[config.mk]
export PLATFORM = sky130hd
export DESIGN_NAME = three_wire_sensor_serial_master
export DESIGN_NICKNAME = d
export VERILOG_FILES = /design/src/design/twssm_pkg.sv /design/src/design/three_wire_sensor_serial_master.sv
export SDC_FILE = /design/constraint.sdc
export NUM_CORES = 1
export LEC_CHECK = 0
export BUFFER_PORTS_ARGS = -buffer_cell sky130_fd_sc_hd__buf_2
export CAP_MARGIN = 0
export CORE_ASPECT_RATIO = 0.75
export CORE_MARGIN = 10
export CORE_UTILIZATION = 50
export CTS_BUF_LIST = sky130_fd_sc_hd__clkbuf_4 sky130_fd_sc_hd__clkbuf_8
export DETAILED_ROUTE_END_ITERATION = 16
export GPL_ROUTABILITY_DRIVEN = 0
export GPL_TIMING_DRIVEN = 0
export PLACE_DENSITY = 0.74
export SYNTH_ARGS = -nofsm -noshare
export SYNTH_HDL_FRONTEND = slang
export SYNTH_SLANG_ARGS = --single-unit
[constraint.sdc]
create_clock -name clk -period 3.7 [get_ports clk]
set_input_delay 0.185 -clock clk [delete_from_list [all_inputs] [get_ports clk]]
set_output_delay 0.185 -clock clk [all_outputs]
set_load 0.005 [all_outputs]
[src/design/twssm_pkg.sv]
// Shared types and constants of the three-wire sensor serial master.
`default_nettype none

package twssm_pkg;

    // Operation codes carried in the operation field of an input word.
    typedef logic [1:0] op_t;
    localparam op_t OP_TICK  = 2'd0;
    localparam op_t OP_READ  = 2'd1;
    localparam op_t OP_WRITE = 2'd2;
    localparam op_t OP_BURST = 2'd3;

    // Configuration register indexes.
    typedef logic [1:0] cfg_index_t;
    localparam cfg_index_t CFG_TICKS_PER_US = 2'd0;
    localparam cfg_index_t CFG_BYTE_GAP_US  = 2'd1;
    localparam cfg_index_t CFG_BURST_ADDR   = 2'd2;

    // Reset values of the configuration registers.
    localparam logic [7:0] TICKS_PER_US_RST = 8'd48;
    localparam logic [7:0] BYTE_GAP_US_RST  = 8'd22;
    localparam logic [6:0] BURST_ADDR_RST   = 7'd99;

    // Bit 7 of the first byte marks a register write.
    localparam logic [7:0] WRITE_FLAG = 8'h80;

    // Word widths on the stream ports.
    localparam int IN_TDATA_W  = 24;
    localparam int OUT_TDATA_W = 32;

    // Bit positions in the result word.
    localparam int OUT_CS_BIT    = 0;
    localparam int OUT_SCLK_BIT  = 1;
    localparam int OUT_DOUT_BIT  = 2;
    localparam int OUT_DRIVE_BIT = 3;
    localparam int OUT_BUSY_BIT  = 4;
    localparam int OUT_DONE_BIT  = 5;

endpackage

`default_nettype wire

[src/design/three_wire_sensor_serial_master.sv]
// Top level of the tick-driven three-wire sensor serial master.
//
//  Channel   Direction  Handshake                      Contents
//  s_axis    in         s_axis_tvalid/s_axis_tready    one bus tick with optional command
//  m_axis    out        m_axis_tvalid/m_axis_tready    bus levels and status after the tick
//  cfg       in         cfg_valid/cfg_ready            register index and write data
//
// Every input word is one tick of the bus timer and produces exactly one result word.
// The whole tick update is combinational between the sequencer state registers
// and the result register, so one word is taken per cycle while the result side keeps up.
// The result register decouples the two sides: a new word is accepted whenever the
// result register is empty or its word is being taken in the same cycle.
// rst_n clears the sequencer to idle, empties the result register and restores the
// configuration registers to their default values. Configuration writes are always taken.
`default_nettype none

module three_wire_sensor_serial_master
    import twssm_pkg::*;
(
    input  wire logic                   clk,
    input  wire logic                   rst_n,
    // Input word, from bit 0 up: operation[1:0], address[8:2], write_data[16:9],
    // sdio_in[17], zero fill [23:18].
    input  wire logic                   s_axis_tvalid,
    output logic                        s_axis_tready,
    input  wire logic [IN_TDATA_W-1:0]  s_axis_tdata,
    // Result word, from bit 0 up: chip_select_n[0], serial_clock[1], sdio_out[2],
    // sdio_drive[3], busy_res[4], done_res[5], read_byte[13:6], delta_x[21:14],
    // delta_y[29:22], motion_seen[30], zero fill [31].
    output logic                        m_axis_tvalid,
    input  wire logic                   m_axis_tready,
    output logic [OUT_TDATA_W-1:0]      m_axis_tdata,
    // Configuration write channel.
    input  wire logic                   cfg_valid,
    output logic                        cfg_ready,
    input  wire logic [1:0]             cfg_index,
    input  wire logic [7:0]             cfg_data
);

    // Sequencer step codes.
    localparam logic [3:0] STEP_IDLE  = 4'd0;
    localparam logic [3:0] STEP_WLOW  = 4'd1;
    localparam logic [3:0] STEP_WHIGH = 4'd2;
    localparam logic [3:0] STEP_WTAIL = 4'd3;
    localparam logic [3:0] STEP_GAP   = 4'd4;
    localparam logic [3:0] STEP_RLOW  = 4'd5;
    localparam logic [3:0] STEP_RHIGH = 4'd6;

    // Fixed phase lengths in microseconds.
    localparam logic [7:0] WLOW_US  = 8'd2;
    localparam logic [7:0] WTAIL_US = 8'd4;
    localparam logic [7:0] PHASE_US = 8'd1;

    // Input word fields.
    op_t        in_op;
    logic [6:0] in_addr;
    logic [7:0] in_wdata;
    logic       in_sdio;

    assign in_op    = op_t'(s_axis_tdata[1:0]);
    assign in_addr  = s_axis_tdata[8:2];
    assign in_wdata = s_axis_tdata[16:9];
    assign in_sdio  = s_axis_tdata[17];

    // Configuration registers.
    logic [7:0] ticks_per_us_reg;
    logic [7:0] byte_gap_us_reg;
    logic [6:0] burst_addr_reg;

    // Sequencer state.
    logic [3:0] step_reg,         step_next;
    op_t        kind_reg,         kind_next;
    logic [3:0] bit_index_reg,    bit_index_next;
    logic [7:0] tick_count_reg,   tick_count_next;
    logic [7:0] us_count_reg,     us_count_next;
    logic [7:0] shifter_reg,      shifter_next;
    logic [7:0] held_data_reg,    held_data_next;
    logic [1:0] byte_index_reg,   byte_index_next;
    logic [7:0] burst_motion_reg, burst_motion_next;
    logic [7:0] dy_reg,           dy_next;
    logic [7:0] dx_reg,           dx_next;
    logic [7:0] last_read_reg,    last_read_next;

    // Result register.
    logic                   out_valid_reg;
    logic [OUT_TDATA_W-1:0] out_data_reg, out_data_next;

    logic s_accept;
    logic [7:0] tick_limit;
    logic [7:0] phase_len;

    assign cfg_ready     = 1'b1;
    assign s_axis_tready = !out_valid_reg || m_axis_tready;
    assign s_accept      = s_axis_tvalid && s_axis_tready;
    assign m_axis_tvalid = out_valid_reg;
    assign m_axis_tdata  = out_data_reg;

    // A zero tick count is taken as one tick per microsecond.
    assign tick_limit = (ticks_per_us_reg == 8'd0) ? 8'd1 : ticks_per_us_reg;

    always_comb
    begin
        unique case (step_reg)
            STEP_WLOW:  phase_len = WLOW_US;
            STEP_WTAIL: phase_len = WTAIL_US;
            STEP_GAP:   phase_len = byte_gap_us_reg;
            default:    phase_len = PHASE_US;
        endcase
    end

    // One tick of the sequencer. The gap and byte start are resolved after the
    // phase transition so that a zero gap moves straight on to the next byte or to idle.
    always_comb
    begin
        logic       gap_enter;
        logic       gap_end;
        logic       byte_start;
        logic       done;
        logic       written;
        logic [1:0] last_byte;
        logic       cs_n;
        logic       sclk;
        logic       dout;
        logic       drive;
        logic [7:0] dx_out;
        logic [7:0] dy_out;

        step_next         = step_reg;
        kind_next         = kind_reg;
        bit_index_next    = bit_index_reg;
        tick_count_next   = tick_count_reg;
        us_count_next     = us_count_reg;
        shifter_next      = shifter_reg;
        held_data_next    = held_data_reg;
        byte_index_next   = byte_index_reg;
        burst_motion_next = burst_motion_reg;
        dy_next           = dy_reg;
        dx_next           = dx_reg;
        last_read_next    = last_read_reg;
        gap_enter         = 1'b0;
        gap_end           = 1'b0;
        byte_start        = 1'b0;
        done              = 1'b0;

        if (step_reg != STEP_IDLE)
        begin
            tick_count_next = tick_count_reg + 8'd1;
            if (tick_count_next >= tick_limit)
            begin
                tick_count_next = 8'd0;
                us_count_next   = us_count_reg + 8'd1;
                if (us_count_next >= phase_len)
                begin
                    us_count_next = 8'd0;
                    unique case (step_reg)
                        STEP_WLOW:
                        begin
                            step_next = STEP_WHIGH;
                        end
                        STEP_WHIGH:
                        begin
                            shifter_next   = {shifter_reg[6:0], shifter_reg[7]};
                            bit_index_next = bit_index_reg + 4'd1;
                            step_next      = (bit_index_next >= 4'd8) ? STEP_WTAIL : STEP_WLOW;
                        end
                        STEP_WTAIL:
                        begin
                            gap_enter = 1'b1;
                        end
                        STEP_RLOW:
                        begin
                            shifter_next = {shifter_reg[6:0], in_sdio};
                            step_next    = STEP_RHIGH;
                        end
                        STEP_RHIGH:
                        begin
                            bit_index_next = bit_index_reg + 4'd1;
                            if (bit_index_next >= 4'd8)
                            begin
                                if (kind_reg == OP_BURST)
                                begin
                                    unique case (byte_index_reg)
                                        2'd1:    burst_motion_next = shifter_reg;
                                        2'd2:    dy_next           = shifter_reg;
                                        2'd3:    dx_next           = shifter_reg;
                                        default: burst_motion_next = burst_motion_reg;
                                    endcase
                                end
                                else
                                begin
                                    last_read_next = shifter_reg;
                                end
                                gap_enter = 1'b1;
                            end
                            else
                            begin
                                step_next = STEP_RLOW;
                            end
                        end
                        STEP_GAP:
                        begin
                            gap_end = 1'b1;
                        end
                        default:
                        begin
                            step_next = STEP_IDLE;
                        end
                    endcase
                end
            end
        end
        else if (in_op != OP_TICK)
        begin
            kind_next       = in_op;
            byte_index_next = 2'd0;
            held_data_next  = in_wdata;
            unique case (in_op)
                OP_WRITE: shifter_next = WRITE_FLAG | {1'b0, in_addr};
                OP_READ:  shifter_next = {1'b0, in_addr};
                default:  shifter_next = {1'b0, burst_addr_reg};
            endcase
            byte_start = 1'b1;
        end

        if (gap_enter)
        begin
            step_next       = STEP_GAP;
            tick_count_next = 8'd0;
            us_count_next   = 8'd0;
            if (byte_gap_us_reg == 8'd0)
            begin
                gap_end = 1'b1;
            end
        end

        last_byte = (kind_next == OP_BURST) ? 2'd3 : 2'd1;
        if (gap_end)
        begin
            if (byte_index_next >= last_byte)
            begin
                step_next       = STEP_IDLE;
                tick_count_next = 8'd0;
                us_count_next   = 8'd0;
                done            = 1'b1;
            end
            else
            begin
                byte_index_next = byte_index_next + 2'd1;
                byte_start      = 1'b1;
            end
        end

        // The address byte and the data byte of a write are driven; all others are read.
        written = (byte_index_next == 2'd0) ||
                  (kind_next == OP_WRITE && byte_index_next == 2'd1);
        if (byte_start)
        begin
            bit_index_next  = 4'd0;
            tick_count_next = 8'd0;
            us_count_next   = 8'd0;
            if (written)
            begin
                if (byte_index_next != 2'd0)
                begin
                    shifter_next = held_data_next;
                end
                step_next = STEP_WLOW;
            end
            else
            begin
                shifter_next = 8'd0;
                step_next    = STEP_RLOW;
            end
        end

        // Bus levels for the coming tick.
        cs_n  = (step_next == STEP_IDLE);
        sclk  = 1'b1;
        dout  = 1'b0;
        drive = 1'b0;
        unique case (step_next)
            STEP_WLOW:
            begin
                sclk  = 1'b0;
                drive = 1'b1;
                dout  = shifter_next[7];
            end
            STEP_WHIGH:
            begin
                drive = 1'b1;
                dout  = shifter_next[7];
            end
            STEP_WTAIL:
            begin
                drive = 1'b1;
                dout  = shifter_next[0];
            end
            STEP_GAP:
            begin
                // After a written byte the line stays at its last bit.
                drive = written;
                dout  = written && shifter_next[0];
            end
            STEP_RLOW:
            begin
                sclk = 1'b0;
            end
            default:
            begin
                sclk = 1'b1;
            end
        endcase

        dx_out = burst_motion_next[7] ? dx_next : 8'd0;
        dy_out = burst_motion_next[7] ? dy_next : 8'd0;

        out_data_next = {1'b0, burst_motion_next[7], dy_out, dx_out, last_read_next,
                         done, !cs_n, drive, dout, sclk, cs_n};
    end

    always_ff @(posedge clk or negedge rst_n)
    begin
        if (!rst_n)
        begin
            ticks_per_us_reg <= TICKS_PER_US_RST;
            byte_gap_us_reg  <= BYTE_GAP_US_RST;
            burst_addr_reg   <= BURST_ADDR_RST;
        end
        else if (cfg_valid && cfg_ready)
        begin
            unique case (cfg_index)
                CFG_TICKS_PER_US: ticks_per_us_reg <= cfg_data;
                CFG_BYTE_GAP_US:  byte_gap_us_reg  <= cfg_data;
                CFG_BURST_ADDR:   burst_addr_reg   <= cfg_data[6:0];
                default:          burst_addr_reg   <= burst_addr_reg;
            endcase
        end
    end

    always_ff @(posedge clk or negedge rst_n)
    begin
        if (!rst_n)
        begin
            step_reg         <= STEP_IDLE;
            kind_reg         <= OP_TICK;
            bit_index_reg    <= 4'd0;
            tick_count_reg   <= 8'd0;
            us_count_reg     <= 8'd0;
            shifter_reg      <= 8'd0;
            held_data_reg    <= 8'd0;
            byte_index_reg   <= 2'd0;
            burst_motion_reg <= 8'd0;
            dy_reg           <= 8'd0;
            dx_reg           <= 8'd0;
            last_read_reg    <= 8'd0;
        end
        else if (s_accept)
        begin
            step_reg         <= step_next;
            kind_reg         <= kind_next;
            bit_index_reg    <= bit_index_next;
            tick_count_reg   <= tick_count_next;
            us_count_reg     <= us_count_next;
            shifter_reg      <= shifter_next;
            held_data_reg    <= held_data_next;
            byte_index_reg   <= byte_index_next;
            burst_motion_reg <= burst_motion_next;
            dy_reg           <= dy_next;
            dx_reg           <= dx_next;
            last_read_reg    <= last_read_next;
        end
    end

    always_ff @(posedge clk or negedge rst_n)
    begin
        if (!rst_n)
        begin
            out_valid_reg <= 1'b0;
        end
        else if (s_accept)
        begin
            out_valid_reg <= 1'b1;
        end
        else if (m_axis_tready)
        begin
            out_valid_reg <= 1'b0;
        end
    end

    always_ff @(posedge clk)
    begin
        if (s_accept)
        begin
            out_data_reg <= out_data_next;
        end
    end

endmodule

`default_nettype wire

==> run_results.csv <==
group,metric,value,unit
outcome,run_status,"complete, no violations",
clock_network,cts_tree,"yes",
placed_design,place_inst,851,
grt,grt_antenna_before_repair,0,
setup_path,timing.critical_path.to_type,"flip-flop",
clock_network,clock_latency,0.46,ns
cells_and_area,num_antenna_cells,0,
yosys,post_synth_cell_types,73,
yosys,synthAdderAreaFrac,0.04510,
timing,final_period_minus_worst_setup_slack,3.606,ns
detailed_routing,postRouteAntennaNets,0,
yosys,synth_mux_area_frac,0.1353,
die,fp.dieH,119.9,um
pwr,sequentialPowerShare,0.390,
yosys,synth-edff-count,31,
yosys,synthesized_netlist_net_count,676,
setup_path,crit_fanout,10,
timing,clock_skew,0.009828,ns
clock_network,clk_transition_reported_paths,0.07,ns
timing,tightest_slew,0.7890,ns
grt,grt_max_degree,60,
clock_network,root_buffer,"clkbuf_8",
detailed_routing,drc,0,
timing,setup_violations,0,
pwr,cellLeakagePower,0.003638,uW
yosys,synth_seq_area_share,0.4911,
cells_and_area,largest_register_ffs,31,
pwr,switching_power_as_a_share_of_total_power,0.3555,
yosys,ys_seq_elements,124,
detailed_routing,initialDrtViolationCount,479,
cells_and_area,syn2layout_area_growth,21.07,%
yosys,compound_gate_portion_of_the_synthesized_area,0.1306,
detailed_routing,detailroute.via_count,5308,
pwr,power-per-cell-area,576.6,nW/um^2
grt,grtUsageTotal,0.1773,
yosys,synth-main-ff-cell,"dfrtp_1",
placed_design,dpl_cell_area,7248,um^2
cells_and_area,nets,790,
yosys,netlist_area,6658,um^2
clock_network,numCtsBuffers,17,
placed_design,place_hpwl,11700,um
detailed_routing,wire_per_inst,18.18,um
timing,final_hold_viol_count,0,
die,die_w,153.2,um
yosys,synthDominantAreaCellType,"dfrtp_1",
min_path,timing.hold.worst.class,"input pin to flip-flop",
yosys,synth_xor_xnor_area_share,0.01710,
timing,period_share,0.9745,
timing,slew_headroom,0.4729,
setup_path,crit_path_start_kind,"flip-flop",
yosys,synth_top_family_by_area,"simple AND/OR/NAND/NOR gates",
clock_network,cts_max_path_buffers,2,
die,core-area,13020,um^2
grt,grt_overflow,0,
die,dieArea,18380,um^2
yosys,post-synth-top-area-fraction,0.3157,
setup_path,timing.critical_path.arrival,3.80,ns
placed_design,port_buffers,65,
cells_and_area,final_cell_area,8060,um^2
yosys,syn-mean-instance-area,10.86,um^2
timing,setup_ws,0.09425,ns
timing,max_freq,277.3,MHz
yosys,synthTopCellsByCount,"84 x dfrtp_1, 65 x nand2_1, 55 x nor2_1",
grt,grt_pass1_vias,5125,
yosys,yosysWarnings,0,
detailed_routing,post_drt_via_cell_ratio,5.827,
yosys,synthCells,613,
setup_path,critPathKind,"flip-flop to flip-flop",
yosys,post_synth_and_or_nand_nor_area_fraction,0.1455,
die,boundaryPins,74,
cells_and_area,post_layout_nonfiller_instances,911,
pwr,intPower,2995,uW
pwr,switchingPower,1652,uW
cells_and_area,layout-drive-gt1-share,0.3041,
pwr,p_clk_frac,0.292,
timing,fin_tns_setup,0,ns
pwr,share_comb_of_total_power,0.318,
yosys,post-synth-top-count-cell,"dfrtp_1",
detailed_routing,finalWirelength,16570,um
setup_path,worstPathRequired,3.90,ns
clock_network,cts.sink_count,124,
placed_design,dp_slack,-0.4312,ns
die,std_cell_rows,36,
yosys,postSynth.asyncResetShare,0.7500,
pwr,fin_total_pwr,4648,uW
run,timing.max_cap.violations,0,
pwr,vdd.ir_drop.worst,0.3733,mV
die,initial_core_util,0.5114,
yosys,netlist_top_cells_area,"dfrtp_1 32%, edfxtp_1 14%, mux2_2 7.8%",
detailed_routing,dr.pass1.iters,5,
timing,finalMaxSlewViolations,0,
grt,grt_first_pass_wirelength,26850,um
clock_network,cts_max_level,4,
-- cell families (layout without fill, tap and decap cells) --
group	count (synthesis)	count (layout)
buffers and inverters	49	176
xor gates and xnor gates	13	13
other	2	2
and+or+nand+nor	198	198
AOI/OAI and AO/OA	124	124
adders and majority gates	24	24
DFF	124	124
muxes	79	79
-- routing by layer --
| layer | up-vias | GRT usage | routed length, um |
|---|---|---|---|
| met3 | 34 | 0.04461 | 1103 |
| met1 | 2605 | 0.2471 | 7783 |
| met4 | 0 | 0.06956 | 271 |
| met5 | - | 0 | 0 |
| met2 | 207 | 0.2583 | 7407 |
| li1 | 2462 | - | - |
-- layout by cell type (no fill, tap or decap), types with 8 or more instances in the layout --
master,count
dfstp_2,9
nand2_1,64
inv_1,16
mux2_4,8
nand2b_1,13
a21oi_1,21
dfrtp_1,83
nor2_1,52
a32o_1,10
edfxtp_1,31
and3_1,9
nand3_1,14
buf_4,18
clkbuf_8,17
o21ai_0,33
ha_1,24
mux2i_1,23
clkbuf_1,15
dlygate4sd3_1,16
buf_2,69
o221ai_1,13
mux2_2,46
-- worst paths after layout --
| check | end | slack, ns | startpoint | cells after the start |
|---|---|---|---|---|
| worst max-delay path | m_axis_tdata[2] | 0.09 | step_reg[0] | 15 |
| worst min-delay path | byte_gap_us_reg[0] | 0.007 | cfg_data[0] | 2 |
| worst max register to register | m_axis_tdata[2] | 0.09 | step_reg[0] | 15 |
| worst min register to register | last_read_reg[1] | 0.50 | last_read_reg[1] | 1 |
| max in group asynchronous | burst_addr_reg[5] | 2.78 | rst_n | 3 |
| min in group asynchronous | tick_count_reg[0] | 0.22 | rst_n | 2 |
-- power groups by stage --
stage               registers, uW  clock network [uW]  logic [uW]
finish                       1810                1360        1480
global route                 1840                1440        1630
CTS                          1810                1370        1370
detailed placement           1830                   0        1330
global placement             1810                   0        1260
floorplan                    1780                   0         955
-- layout make-up --
class                      instances  area, um^2
fill                            1023        4957
buffer                            32       178.9
clock inverter                    15       214.0
timing repair buffer              96       633.1
sequential                       124        3271
inverter                          16       60.06
clock buffer                      17       234.0
tap                              171       214.0
multi-input combinational        440        3256
-- critical path, stage by stage, from the launching register on --
cell and delay (ns):
dfrtp_2 0.46, buf_4 0.19, or4_4 0.53, nor2_4 0.20, buf_6 0.17, nor2_1 0.05, a31oi_1 0.16, ha_1 0.27
buf_4 0.16, a31oi_4 0.27, o211ai_1 0.13, o211ai_1 0.21, o211ai_1 0.12, buf_4 0.17, a21oi_2 0.14, o32ai_2 0.10
-- per-stage QoR --
step / util / hold slack [ns]
after CTS: 0.6067 / 0.001347
final: 0.6192 / 0.006856
after global placement: 0.5529 / 0.3921
after global routing: 0.6192 / 0.02149
after detailed placement: 0.5568 / 0.1779
after floorplan: - / -0.1106
-- what timing repair did --
| item | in CTS | in global routing |
|---|---|---|
| hold buffers | 16 | 0 |
| endpoints found under the hold margin | 50 | 0 |
| resized for setup | 9 | 18 |
| buffers inserted | 0 | 13 |
| pin swaps | 0 | 10 |
| endpoints found under the setup margin | 60 | 59 |
(Power assumes the default switching activity.)
